--- src/sv/dcwa_pkg.sv ---
package dcwa_pkg;

  // sample and mean width, 16 fraction bits
  localparam int SAMPLE_W      = 24;
  localparam int DEPTH_DEFAULT = 16;

  typedef enum logic [1:0] {
    ST_IDLE,
    ST_LOAD,
    ST_DIVIDE
  } state_t;

endpackage

--- src/sv/dual_channel_window_average.sv ---
// dual-channel moving average over a window of WINDOW_DEPTH samples
//
// input stream: one word per sample pair, voltage and current, both signed
// with 16 fraction bits. output stream: one word per input word carrying the
// mean of each window, same format, truncated toward zero. until the window
// has wrapped once the mean is taken over the samples written so far.
//
// timing: a word is taken only while the block is idle. the cycle after
// acceptance reads the oldest window entry and updates both running sums,
// then two bit-serial dividers work through all SUM_W quotient bits (SUM_W =
// 24 + log2 depth, 28 at depth 16). the result is loaded into the output
// register, and only after that does the block go idle and take a new word.
//
// the result sits in an output register; the next input word is taken while
// it waits. if the receiver stalls long enough the dividers hold their result
// and the block does not take further words until the output register frees.
//
// reset clears the position, the wrap flag and the sums. window memory is not
// cleared: before the first wrap the oldest entry counts as zero, so no clearing pass
module dual_channel_window_average import dcwa_pkg::*; #(
  parameter int WINDOW_DEPTH = DEPTH_DEFAULT
) (
  input  logic                  clk,
  input  logic                  rst,
  // slave side
  input  logic                  s_axis_tvalid,
  output logic                  s_axis_tready,
  input  logic [2*SAMPLE_W-1:0] s_axis_tdata,  // [23:0] voltage_sample, [47:24] current_sample
  // master side
  output logic                  m_axis_tvalid,
  input  logic                  m_axis_tready,
  output logic [2*SAMPLE_W-1:0] m_axis_tdata   // [23:0] mean_voltage, [47:24] mean_current
);

  localparam int POS_W = (WINDOW_DEPTH > 1) ? $clog2(WINDOW_DEPTH) : 1;
  localparam int CNT_W = $clog2(WINDOW_DEPTH + 1);
  localparam int SUM_W = SAMPLE_W + $clog2(WINDOW_DEPTH);

  state_t state, state_next;

  // window position and wrap flag
  logic [POS_W-1:0] wr_pos;
  logic [POS_W-1:0] pos_next;
  logic             full;
  logic             full_next;
  logic [CNT_W-1:0] count;

  // captured samples
  logic signed [SAMPLE_W-1:0] v_smp;
  logic signed [SAMPLE_W-1:0] c_smp;

  // oldest entries leaving the window
  logic [2*SAMPLE_W-1:0]      rd_data;
  logic signed [SAMPLE_W-1:0] v_old;
  logic signed [SAMPLE_W-1:0] c_old;

  // running sums
  logic signed [SUM_W-1:0] v_sum, v_sum_next;
  logic signed [SUM_W-1:0] c_sum, c_sum_next;

  logic                accept;
  logic                div_start;
  logic                v_done;
  logic                c_done;
  logic [SAMPLE_W-1:0] v_mean;
  logic [SAMPLE_W-1:0] c_mean;
  logic                out_load;
  logic                out_free;

  assign accept    = s_axis_tvalid & s_axis_tready;
  assign div_start = (state == ST_LOAD);
  assign out_free  = !m_axis_tvalid || m_axis_tready;

  // next write position wraps at the window depth
  assign pos_next  = (wr_pos == POS_W'(WINDOW_DEPTH - 1)) ? '0 : wr_pos + POS_W'(1);
  assign full_next = full || (pos_next == '0);
  assign count     = full_next ? CNT_W'(WINDOW_DEPTH) : CNT_W'(pos_next);

  // before the first wrap the entry at wr_pos was never written: it counts as zero
  assign v_old = full ? rd_data[SAMPLE_W-1:0]          : '0;
  assign c_old = full ? rd_data[2*SAMPLE_W-1:SAMPLE_W] : '0;

  assign v_sum_next = v_sum + SUM_W'(v_smp) - SUM_W'(v_old);
  assign c_sum_next = c_sum + SUM_W'(c_smp) - SUM_W'(c_old);

  // both windows share one memory, voltage in the low half
  dcwa_ram #(
    .WIDTH (2 * SAMPLE_W),
    .DEPTH (WINDOW_DEPTH),
    .AW    (POS_W)
  ) u_window (
    .clk   (clk),
    .we    (div_start),
    .waddr (wr_pos),
    .wdata ({c_smp, v_smp}),
    .re    (accept),
    .raddr (wr_pos),
    .rdata (rd_data)
  );

  dcwa_serdiv #(
    .DIVIDEND_W (SUM_W),
    .DIVISOR_W  (CNT_W)
  ) u_div_v (
    .clk      (clk),
    .rst      (rst),
    .start    (div_start),
    .dividend (v_sum_next),
    .divisor  (count),
    .done     (v_done),
    .quotient (v_mean)
  );

  dcwa_serdiv #(
    .DIVIDEND_W (SUM_W),
    .DIVISOR_W  (CNT_W)
  ) u_div_c (
    .clk      (clk),
    .rst      (rst),
    .start    (div_start),
    .dividend (c_sum_next),
    .divisor  (count),
    .done     (c_done),
    .quotient (c_mean)
  );

  // sequencer
  always_comb begin
    state_next    = state;
    s_axis_tready = 1'b0;
    out_load      = 1'b0;
    unique case (state)
      ST_IDLE: begin
        s_axis_tready = 1'b1;
        if (s_axis_tvalid) begin
          state_next = ST_LOAD;
        end
      end
      ST_LOAD: begin
        state_next = ST_DIVIDE;
      end
      ST_DIVIDE: begin
        if (v_done && out_free) begin
          out_load   = 1'b1;
          state_next = ST_IDLE;
        end
      end
      default: begin
        state_next = ST_IDLE;
      end
    endcase
  end

  always_ff @(posedge clk) begin
    if (rst) begin
      state <= ST_IDLE;
    end else begin
      state <= state_next;
    end
  end

  // window bookkeeping, updated once per word in the load cycle
  always_ff @(posedge clk) begin
    if (rst) begin
      wr_pos <= '0;
      full   <= 1'b0;
      v_sum  <= '0;
      c_sum  <= '0;
    end else if (div_start) begin
      wr_pos <= pos_next;
      full   <= full_next;
      v_sum  <= v_sum_next;
      c_sum  <= c_sum_next;
    end
  end

  // sample capture
  always_ff @(posedge clk) begin
    if (accept) begin
      v_smp <= s_axis_tdata[SAMPLE_W-1:0];
      c_smp <= s_axis_tdata[2*SAMPLE_W-1:SAMPLE_W];
    end
  end

  // output register
  always_ff @(posedge clk) begin
    if (rst) begin
      m_axis_tvalid <= 1'b0;
    end else if (out_load) begin
      m_axis_tvalid <= 1'b1;
    end else if (m_axis_tready) begin
      m_axis_tvalid <= 1'b0;
    end
  end

  always_ff @(posedge clk) begin
    if (out_load) begin
      m_axis_tdata <= {c_mean, v_mean};
    end
  end

`ifndef SYNTHESIS
  // both dividers run in lockstep
  a_div_lockstep: assert property (@(posedge clk) disable iff (rst)
    v_done == c_done)
    else $error("voltage and current dividers out of step");

  // an accepted word always goes to the load cycle next
  a_accept_load: assert property (@(posedge clk) disable iff (rst)
    accept |=> (state == ST_LOAD))
    else $error("accepted word did not reach load cycle");

  // output only loads at the end of a division
  a_out_from_div: assert property (@(posedge clk) disable iff (rst)
    $rose(m_axis_tvalid) |-> $past(state == ST_DIVIDE && v_done))
    else $error("output loaded outside of division end");

  // write position stays inside the window
  a_pos_range: assert property (@(posedge clk) disable iff (rst)
    wr_pos <= POS_W'(WINDOW_DEPTH - 1))
    else $error("write position beyond window depth");
`endif

endmodule

--- src/sv/dcwa_ram.sv ---
module dcwa_ram #(
  parameter int WIDTH = 48,
  parameter int DEPTH = 16,
  parameter int AW    = (DEPTH > 1) ? $clog2(DEPTH) : 1
) (
  input  logic             clk,
  input  logic             we,
  input  logic [AW-1:0]    waddr,
  input  logic [WIDTH-1:0] wdata,
  input  logic             re,
  input  logic [AW-1:0]    raddr,
  output logic [WIDTH-1:0] rdata
);

  logic [WIDTH-1:0] mem [DEPTH];

  always_ff @(posedge clk) begin
    if (we) begin
      mem[waddr] <= wdata;
    end
    if (re) begin
      rdata <= mem[raddr];
    end
  end

endmodule

--- src/sv/dcwa_serdiv.sv ---
module dcwa_serdiv import dcwa_pkg::*; #(
  parameter int DIVIDEND_W = 28,
  parameter int DIVISOR_W  = 5
) (
  input  logic                         clk,
  input  logic                         rst,
  input  logic                         start,
  input  logic signed [DIVIDEND_W-1:0] dividend,
  input  logic [DIVISOR_W-1:0]         divisor,
  output logic                         done,
  output logic [SAMPLE_W-1:0]          quotient
);

  localparam int STEP_W = $clog2(DIVIDEND_W + 1);

  logic [STEP_W-1:0]     cnt;
  logic [DIVISOR_W-1:0]  rem;
  logic [DIVISOR_W-1:0]  dvsr;
  logic [DIVIDEND_W-1:0] q;
  logic                  neg;

  logic [DIVIDEND_W-1:0] mag;
  logic [DIVISOR_W:0]    trial;
  logic [DIVISOR_W:0]    diff;
  logic                  ge;
  logic [DIVISOR_W-1:0]  rem_next;
  logic [DIVIDEND_W-1:0] q_signed;

  // restoring division on the magnitude, one quotient bit per cycle
  assign mag      = dividend[DIVIDEND_W-1] ? DIVIDEND_W'(-dividend) : DIVIDEND_W'(dividend);
  assign trial    = {rem, q[DIVIDEND_W-1]};
  assign diff     = trial - {1'b0, dvsr};
  assign ge       = (trial >= {1'b0, dvsr});
  assign rem_next = ge ? diff[DIVISOR_W-1:0] : trial[DIVISOR_W-1:0];

  // sign applied after the fact gives truncation toward zero
  assign q_signed = neg ? DIVIDEND_W'(-q) : q;
  assign quotient = q_signed[SAMPLE_W-1:0];

  always_ff @(posedge clk) begin
    if (rst) begin
      cnt  <= '0;
      done <= 1'b0;
    end else if (start) begin
      cnt  <= STEP_W'(DIVIDEND_W);
      done <= 1'b0;
    end else if (cnt != '0) begin
      cnt <= cnt - STEP_W'(1);
      if (cnt == STEP_W'(1)) begin
        done <= 1'b1;
      end
    end
  end

  always_ff @(posedge clk) begin
    if (start) begin
      rem  <= '0;
      q    <= mag;
      neg  <= dividend[DIVIDEND_W-1];
      dvsr <= divisor;
    end else if (cnt != '0) begin
      rem <= rem_next;
      q   <= {q[DIVIDEND_W-2:0], ge};
    end
  end

endmodule
--- config.mk ---
export PLATFORM = sky130hd
export DESIGN_NAME = dual_channel_window_average
export DESIGN_NICKNAME = d
export VERILOG_FILES = /design/src/sv/dcwa_pkg.sv /design/src/sv/dual_channel_window_average.sv /design/src/sv/dcwa_ram.sv /design/src/sv/dcwa_serdiv.sv
export SDC_FILE = /design/constraint.sdc
export NUM_CORES = 1
export LEC_CHECK = 0
export BUFFER_PORTS_ARGS = -buffer_cell sky130_fd_sc_hd__buf_2
export CORE_ASPECT_RATIO = 0.5
export CORE_UTILIZATION = 60
export DETAILED_ROUTE_END_ITERATION = 10
export PLACE_DENSITY = 0.78
export SLEW_MARGIN = 20
export SYNTH_ARGS = -nofsm -noshare
export SYNTH_HDL_FRONTEND = slang
export SYNTH_SLANG_ARGS = --single-unit
export TNS_END_PERCENT = 100
--- constraint.sdc ---
create_clock -name clk -period 6.5 [get_ports clk]
set_input_delay 0.65 -clock clk [delete_from_list [all_inputs] [get_ports clk]]
set_output_delay 0.65 -clock clk [all_outputs]
set_load 0.01 [all_outputs]
# Yosys cells after proc, flatten, opt, wreduce, memory -nomap -nowiden
# Memories as Yosys holds them, arrays and structs flattened. A register that Yosys moved wholly into a read port is not among the register bits.
# Cells that the tools add are included.
[totals]
mem_count = 1
input_bits = 52
regBits = 244
ram_bits = 768
[op_classes]
magnitude_cmp = 2
bitwise_logic = 1
muxes = 28
add_sub_neg = 13
n_eq_ne = 6
n_reduce_logical = 14
[memory_table]
columns = ["memory", "depth", "word_bits", "read_ports", "rd_ports_with_merged_regs", "write_ports", "line_no", "source"]
rows = [
  ["u_window.mem", 16, 48, 1, 1, 1, "dcwa_ram.sv:15", "logic [WIDTH-1:0] mem [DEPTH];"],
]
[op_table]
columns = ["cell", "n"]
rows = [
  ["28-bit two-way mux", 6],
  ["24-bit two-way mux", 4],
  ["28-bit by 24-bit adder with 28-bit output", 2],
  ["28-bit negator", 2],
  ["28-bit by 24-bit subtractor with 28-bit output", 2],
  ["24-bit negator", 2],
  ["5-bit two-way mux", 7],
  ["6-bit by 5-bit greater-or-equal comparator with 1-bit output", 2],
  ["5-bit nonzero test", 2],
  ["5-bit by 1-bit subtractor with 5-bit output, second input constant", 2],
  ["5-bit subtractor", 2],
  ["1-bit two-way mux", 7],
  ["2-bit one-hot mux with 3 select lines", 1],
  ["2-bit nonzero test", 3],
  ["5-bit by 1-bit equality test with 1-bit output, second input constant", 1],
  ["4-bit by 1-bit adder with 4-bit output, second input constant", 1],
  ["4-bit equality test, second input constant", 1],
  ["4-bit logical NOT", 1],
  ["2-bit two-way mux", 2],
  ["4-bit two-way mux", 1],
  ["2-bit != test, second input constant", 2],
  ["2-bit AND reduction", 2],
  ["2-bit by 1-bit equality test with 1-bit output, second input constant", 1],
  ["2-bit equality test, second input constant", 1],
  ["6 further kinds", 7],
]

# Longest topological paths before layout
# Gate-level depths: netlist of the first run.
[depth]
depth_word = 6
mapped_depth = 20
ltp_nobuf = 15

# By module
# Synthesis of the first run repeated with hierarchy kept, for this count alone.
[hier_totals]
hier_cells = 3104
area_unflattened_um2 = 47387.9
[modules_own_cells]
columns = ["mod", "cells_each", "area_each_um2", "n_inst", "seq_area_each_um2"]
rows = [
  ["dcwa_ram", 1242, 30171.4, 1, 24503.5],
  ["dual_channel_window_average", 1153, 10731.5, 1, 4164.0],
  ["dcwa_serdiv at u_div_c", 377, 3344.5, 1, 1241.2],
  ["dcwa_serdiv at u_div_v", 332, 3140.5, 1, 1241.2],
]

# Worst setup path after synthesis of the first run
# Ideal clock, no wire load.
[synth_timing]
path_kind = "reg2reg"
start = "reg state[1]"
end = "mem u_window.mem[0][0], enable pin"
slack_ns = 1.512
period_less_slack_ns = 4.988
t_arrival_ns = 4.476
t_required_ns = 5.987
path_stages_with_launch = 7
cell_sequence = "dfxtp_1 nand2b_1 clkbuf_1 clkinv_1 clkbuf_1 nand2_1 nor3_1"
[synth_between]
elab_chain_cells = 3
[synth_rtl]
columns = ["element", "line_no", "source"]
rows = [
  ["from (decl)", "dual_channel_window_average.sv:39", "state_t state, state_next;"],
  ["from (signal assigned)", "dual_channel_window_average.sv:158", "state <= state_next;"],
  ["2-bit by 1-bit equality test with 1-bit output", "dual_channel_window_average.sv:71", "assign div_start = (state == ST_LOAD);"],
  ["1-bit two-way mux", "dcwa_ram.sv:18", "if (we) begin"],
  ["1-bit two-way mux (implied by the code)", "dcwa_ram.sv:19", "mem[waddr] <= wdata;"],
  ["to (decl)", "dcwa_ram.sv:15", ""],
]
# Every way passes these cells.

# Final worst setup path of the first run
[layout_timing]
start = "reg c_smp[1]"
end = "reg u_div_c.q[26] (data pin)"
[layout_between]
elab_chain_cells = 5
[layout_rtl]
columns = ["element", "line_no", "source"]
rows = [
  ["from (decl)", "dual_channel_window_average.sv:50", "logic signed [SAMPLE_W-1:0] c_smp;"],
  ["from (signal assigned)", "dual_channel_window_average.sv:181", "c_smp <= s_axis_tdata[2*SAMPLE_W-1:SAMPLE_W];"],
  ["28-bit by 24-bit adder with 28-bit output *", "dual_channel_window_average.sv:84", "assign c_sum_next = c_sum + SUM_W'(c_smp) - SUM_W'(c_old);"],
  ["28-bit by 24-bit subtractor with 28-bit output *", "dual_channel_window_average.sv:84", ""],
  ["28-bit negator", "dcwa_serdiv.sv:30", "assign mag = dividend[DIVIDEND_W-1] ? DIVIDEND_W'(-dividend) : DIVIDEND_W'(dividend);"],
  ["28-bit two-way mux *", "dcwa_serdiv.sv:30", ""],
  ["28-bit two-way mux *", "dcwa_serdiv.sv:56", "if (start) begin"],
  ["to (signal assigned)", "dcwa_serdiv.sv:58", "q <= mag;"],
  ["to (signal assigned)", "dcwa_serdiv.sv:63", "q <= {q[DIVIDEND_W-2:0], ge};"],
  ["to (decl)", "dcwa_serdiv.sv:19", "logic [DIVIDEND_W-1:0] q;"],
]
# Mark *: on every way between the ends. The rest lies on a longest branch, timed or not.
# A chain may end at the register's enable or synchronous reset.

==> impl_metrics.tcl, run 1 <==
set metrics [dict create \
    status "finished clean" \
    slew_headroom_pct 22.61 \
    setup_viol 0 \
    yosys.area_share.adder_pct 4.498 \
    p_per_area_nw_per_um2 347.6 \
    crit_chain "inv_1 -> fa_1 -> inv_1 -> fa_1 -> a21oi_2 -> o221ai_1 -> and4_1 -> o21ai_0 -> xor2_1 -> nor4b_4 -> nand4_1 -> or3_1 -> o311ai_1 -> a31oi_1" \
    ys.flop_type "edfxtp_1" \
    wl_per_cell_um 29.11 \
    track_usage_pct 30.98 \
    drt-total-wl_um 122100 \
    portBuffers 101 \
    hpwl_um 67090 \
    synth-async-reset-ratio_pct 0 \
    fin_tns_setup_ns 0 \
    firstDrtPassIters 6 \
    ctsLongestPathBuffers 3 \
    rsz0062_at_grt "no" \
    endpoint_kind "flop" \
    die_h_um 199.7 \
    ant_nets 0 \
    synth_nets 3171 \
    finalNetCount 3266 \
    via_per_inst 6.540 \
    synth_compound_area_share_pct 5.987 \
    vias 27440 \
    syn_to_final_growth_pct 10.40 \
    slowest_stage "edfxtp_1" \
    critPathBufInv 2 \
    critPathMaxFanout 17 \
    max_stage_delay_ns 0.71 \
    hp-start "s_axis_tdata[38]" \
    grt_pass1_wl_um 176600 \
    ys_seq_area_share_pct 66.06 \
    yosys.cell_types.count 87 \
    fillCellCount 4878 \
    layout_common_cells "edfxtp_1, inv_1, mux4_2" \
    tritoncts "yes" \
    max_cap_viol_count 0 \
    drc 0 \
    synth-edff-count 975 \
    grt_max_degree 100 \
    leakage_uw 0.01747 \
    synth_top_family_by_area "multiplexers" \
    io_pins 102 \
    finalHoldViolCount 0 \
    first_iter_violations 3752 \
    die_w_um 397.4 \
    yosys_warnings 0 \
    antenna_found_initial 8 \
    crit_family "simple AND/OR/NAND/NOR gates" \
    worst_pin_slew_ns 1.161 \
    placed_area_um2 48570 \
    postSynthAreaPerCell_um2 15.72 \
    final_area_um2 51770 \
    peakVddDrop_mv 0.2247 \
    setup.worst_path.start_class "flop" \
    ctsHoldBuffers 0 \
    cts_buffers 91 \
    clk_latency_ns 0.69 \
    r2r-start "c_smp[1]" \
    final_common_cell "edfxtp_1" \
    synth_xor_area_share_pct 2.628 \
    clock_skew_ns 0.05291 \
    synth_seq_cells 1060 \
    syn_inst 2984 \
    rows 72 \
    synthesis.area_um2 46900 \
    grt_overflow 0 \
    grt_pass1_vias 26602 \
    initial_core_util_pct 60.68 \
    hp-class "primary input to flop" \
    synth-simple-area-share_pct 6.061 \
    place_congestion 0.9162 \
    path_clk_slew_ns 0.08 \
    period_needed_ns 5.371 \
    final_max_slew_viol_count 0 \
    max_freq_mhz 186.2 \
    die_area_um2 79350 \
    cp-startpoint "c_smp[1]" \
    muxShareOfSynthArea_pct 11.64 \
    root_buffer "clkbuf_16" \
    layout-drive-gt1-share_pct 18.18 \
    finalCritPeriodShare_pct 82.63 \
    post-cts-setup-buffer-count 0 \
    cts_resized 0 \
    crit_required_ns 6.90 \
    coreArea_um2 77290 \
    arrival_ns 5.77 \
    crit_type "flop to flop" \
    clkSinkCount 1060 \
    h-tree-depth 3 \
]
## where the power goes
group	total, uW	switching, uW	internal, uW
sequential	8480	439	8040
clock	5840	2640	3210
combinational	3670	2220	1450
total	18000	5300	12700
## per-stage QoR
stage	setup slack [ns]	utilization [%]	instances	total power (uW)	hold slack, ns
4_1_cts	1.256	66.94	4193	17990	0.1111
3_3_place_gp	1.443	62.83	4021	12100	0.4419
2_1_floorplan	1.512	-	2984	11260	0.4363
3_5_place_dp	1.316	62.83	4021	12210	0.4506
6_report	1.129	66.98	4196	18000	0.1299
5_1_grt	0.7786	66.98	4196	18710	0.1148
## worst paths after layout
path | end | slack [ns] | depth (start not counted)
worst max-delay path | u_div_c.q[26] | 1.13 | 14
worst min-delay path | c_smp[14] | 0.13 | 1
worst max register to register | u_div_c.q[26] | 1.13 | 14
worst min register to register | v_sum[16] | 0.46 | 2
## cell usage after synthesis, types with 4 or more instances
library cell / n / area (um^2)
o21a_1: 11 / 82.58
o31a_1: 5 / 43.79
o21bai_1: 4 / 30.03
nand2_1: 206 / 773.2
a21o_1: 15 / 112.6
mux4_2: 240 / 5405
o211ai_1: 15 / 112.6
a31oi_1: 21 / 131.4
nor4_1: 6 / 37.54
a211o_1: 9 / 78.83
or2_2: 7 / 43.79
nand2b_1: 20 / 125.1
o311ai_1: 4 / 35.03
nand3_1: 23 / 115.1
o21ai_0: 57 / 285.3
inv_1: 250 / 938.4
xnor2_1: 99 / 867.1
or4_1: 8 / 60.06
ha_1: 79 / 988.5
a21oi_1: 123 / 615.6
and3_1: 14 / 87.58
nand4_1: 11 / 68.82
dfxtp_1: 85 / 1702
and4_1: 7 / 61.31
o31ai_1: 24 / 180.2
buf_2: 9 / 45.04
o21ai_1: 64 / 320.3
and2_1: 61 / 381.6
nor2_1: 128 / 480.5
edfxtp_1: 975 / 29280
or3_1: 25 / 156.4
xor2_1: 38 / 332.8
clkbuf_1: 95 / 356.6
fa_1: 56 / 1121
buf_1: 24 / 90.09
o41ai_1: 7 / 61.31
nor2b_1: 10 / 62.56
nor3_1: 34 / 170.2
nand3b_1: 5 / 37.54
a211oi_1: 34 / 255.2
## registers in the layout, indices dropped and copies added, names as in the netlist, 24 cells and up
name and cells:
m_axis_tdata 48, v_sum 28, u_window.rdata 48, u_div_v.q 28, c_sum 28, v_smp 24
u_div_c.q 28, c_smp 24, u_window.mem 768
## layer usage
| layer | wire (um) | track usage, % | vias to the layer above |
|---|---|---|---|
| li1 | - | - | 11526 |
| met1 | 47320 | 43.31 | 13767 |
| met2 | 54930 | 46.32 | 1920 |
| met3 | 17040 | 11.31 | 225 |
| met4 | 2839 | 8.120 | 2 |
| met5 | 13 | 0 | - |
## worst register-to-register path: stages, from the launching register on
cell and delay, ns:
edfxtp_1 0.71, inv_1 0.28, fa_1 0.59, inv_1 0.06
fa_1 0.46, a21oi_2 0.22, o221ai_1 0.25, and4_1 0.33
o21ai_0 0.25, xor2_1 0.47, nor4b_4 0.40, nand4_1 0.27
or3_1 0.40, o311ai_1 0.29, a31oi_1 0.11
## logic make-up after synthesis
family                     Yosys count
and+or+nand+nor                    583
muxes                              245
xor gates and xnor gates           139
AOI/OAI and AO/OA                  437
DFF                               1060
adders and majority gates          135
buffers and inverters              385
## cell type report
type	count	area (um^2)	share of cell area, %
Sequential cell	1060	30990	59.86
Clock buffer	122	2601	5.024
Clock inverter	50	569.3	1.100
Antenna cell	2	5.005	0.009666
Multi-Input combinational cell	1539	14580	28.15
Tap cell	1036	1296	2.504
Inverter	254	957.2	1.849
Timing Repair Buffer	133	778.2	1.503
Note: power is estimated with default switching activity, not from simulation.
==> inputs of run 2 (changes only) <==
==> constraint.sdc (replaced) <==
create_clock -name clk -period 5.1 [get_ports clk]
set_input_delay 0.51 -clock clk [delete_from_list [all_inputs] [get_ports clk]]
set_output_delay 0.51 -clock clk [all_outputs]
set_load 0.01 [all_outputs]
==> impl_metrics.tcl, run 2 (same netlist as run 1, synthesis figures left out) <==
set metrics [dict create \
    status "finished clean" \
    reg.largest.list "u_window.mem x768, m_axis_tdata x48, u_window.rdata x48" \
    reg2reg_depth 16 \
    worst_pin_slew_ns 1.128 \
    drc 0 \
    grt_pass1_vias 26705 \
    coreArea_um2 77290 \
    layout_common_cells "edfxtp_1, inv_1, mux4_2" \
    crit_type "flop to flop" \
    hp-class "primary input to flop" \
    grt_pass1_wl_um 174100 \
    max_freq_mhz 202.2 \
    portBuffers 101 \
    root_buffer "clkbuf_16" \
    rows 72 \
    rrSetupSlack_ns 0.15 \
    peakVddDrop_mv 0.3174 \
    die_h_um 199.7 \
    arrival_ns 5.32 \
    crit_chain "buf_12 -> and2_1 -> ha_1 -> inv_1 -> ha_1 -> fa_1 -> a21oi_2 -> o221ai_1 -> and4_2 -> nor2b_1 -> xnor2_1 -> a2111oi_2 -> and4_1 -> a31oi_1 -> xnor2_1 -> o21ai_1" \
    crit_required_ns 5.48 \
    hpwl_um 69080 \
    slew_headroom_pct 24.78 \
    via_per_inst 6.370 \
    clkSinkCount 1060 \
    hold-path-endpoint "c_smp[6]" \
    finalHoldViolCount 0 \
    timing.rr.end "u_div_c.q[19]" \
    grt_overflow 0 \
    cts_buffers 88 \
    fillCellCount 4901 \
    max_cap_viol_count 0 \
    vias 27374 \
    min_path_cells 1 \
    first_iter_violations 3322 \
    largest_reg_flops 768 \
    finalNetCount 3375 \
    initial_core_util_pct 60.68 \
    cp-startpoint "full" \
    antenna_found_initial 4 \
    period_needed_ns 4.946 \
    max_stage_delay_ns 0.66 \
    finalCritPeriodShare_pct 96.98 \
    grt_max_degree 162 \
    ant_nets 0 \
    tritoncts "yes" \
    place_congestion 0.8850 \
    leakage_uw 0.01787 \
    setup_viol 0 \
    placed_cells 4072 \
    regMostFlops "u_window.mem" \
    crit_family "compound AO/OA/AOI/OAI gates" \
    final_common_cell "edfxtp_1" \
    critPathBufInv 2 \
    endpoint_kind "flop" \
    hp-start "s_axis_tdata[30]" \
    final_max_slew_viol_count 0 \
    slowest_stage "a2111oi_2" \
    drt-total-wl_um 119700 \
    path_clk_slew_ns 0.07 \
    io_pins 102 \
    wl_per_cell_um 27.86 \
    die_w_um 397.4 \
    whs_ns 0.03262 \
    track_usage_pct 30.50 \
    firstDrtPassIters 7 \
    layout-drive-gt1-share_pct 19.72 \
    critPathMaxFanout 25 \
    die_area_um2 79350 \
    r2r-start "full" \
    setup.worst_path.start_class "flop" \
    syn_to_final_growth_pct 11.92 \
    ctsLongestPathBuffers 3 \
    diodes 0 \
    clock_skew_ns 0.04963 \
    clk_latency_ns 0.69 \
    h-tree-depth 3 \
    p_per_area_nw_per_um2 431.7 \
    finalNonFillerCells 4297 \
]
[run 2: area by class of cell]
cell class | instances | area, um^2 | share of cell area (%)
Sequential cell | 1060 | 30990 | 59.05
Inverter | 254 | 957.2 | 1.824
Clock buffer | 115 | 2385 | 4.544
Multi-Input combinational cell | 1539 | 14610 | 27.83
Clock inverter | 48 | 513.0 | 0.9774
Tap cell | 1036 | 1296 | 2.470
Timing Repair Buffer | 245 | 1734 | 3.304
[run 2: how the worst max path moves through the flow]
stage                                     to  slack, ns  depth (start not counted)
after floorplan           u_window.mem[0][0]       0.11                          6
after global placement         u_div_c.q[26]       0.27                         14
after detailed placement       u_div_c.q[26]       0.08                         14
after CTS                      u_div_c.q[26]       0.03                         14
after global routing           u_div_c.q[26]     -0.004                         16
final                          u_div_c.q[19]       0.15                         16
[run 2: routing by layer]
layer	part of all wire, %	global-route usage (%)	up-vias
met5	0.18	1.786	-
met4	2.0	7.123	6
met3	14	12.01	198
met2	45	44.94	1713
met1	39	42.83	13714
li1	-	-	11743
[run 2: power by group]
part / leakage, uW / switching, uW / internal, uW / total, uW
sequential: 0.00960 / 489 / 10200 / 10700
clock: 0.00140 / 3240 / 3660 / 6900
combinational: 0.00686 / 3010 / 2020 / 5030
total: 0.0179 / 6740 / 15900 / 22700
[run 2: per-stage QoR]
stage / setup TNS, ns / util, % / worst slack (ns) / instance area [um^2] / power, uW
final: 0 / 67.91 / 0.1539 / 52490 / 22660
after CTS: 0 / 67.58 / 0.02746 / 52240 / 22600
after detailed placement: 0 / 63.39 / 0.08382 / 49000 / 15760
after global placement: 0 / 63.37 / 0.2672 / 48980 / 15610
after global routing: -0.004316 / 67.91 / -0.004316 / 52490 / 23590
after floorplan: 0 / - / 0.1117 / 46900 / 14350
[run 2: timing repair]
| action | CTS | global route |
|---|---|---|
| endpoints found under the hold margin | 34 | 0 |
| buffers inserted | 0 | 28 |
| resized for setup | 0 | 8 |
| endpoints found under the setup margin | 0 | 46 |
| hold buffers | 34 | 0 |
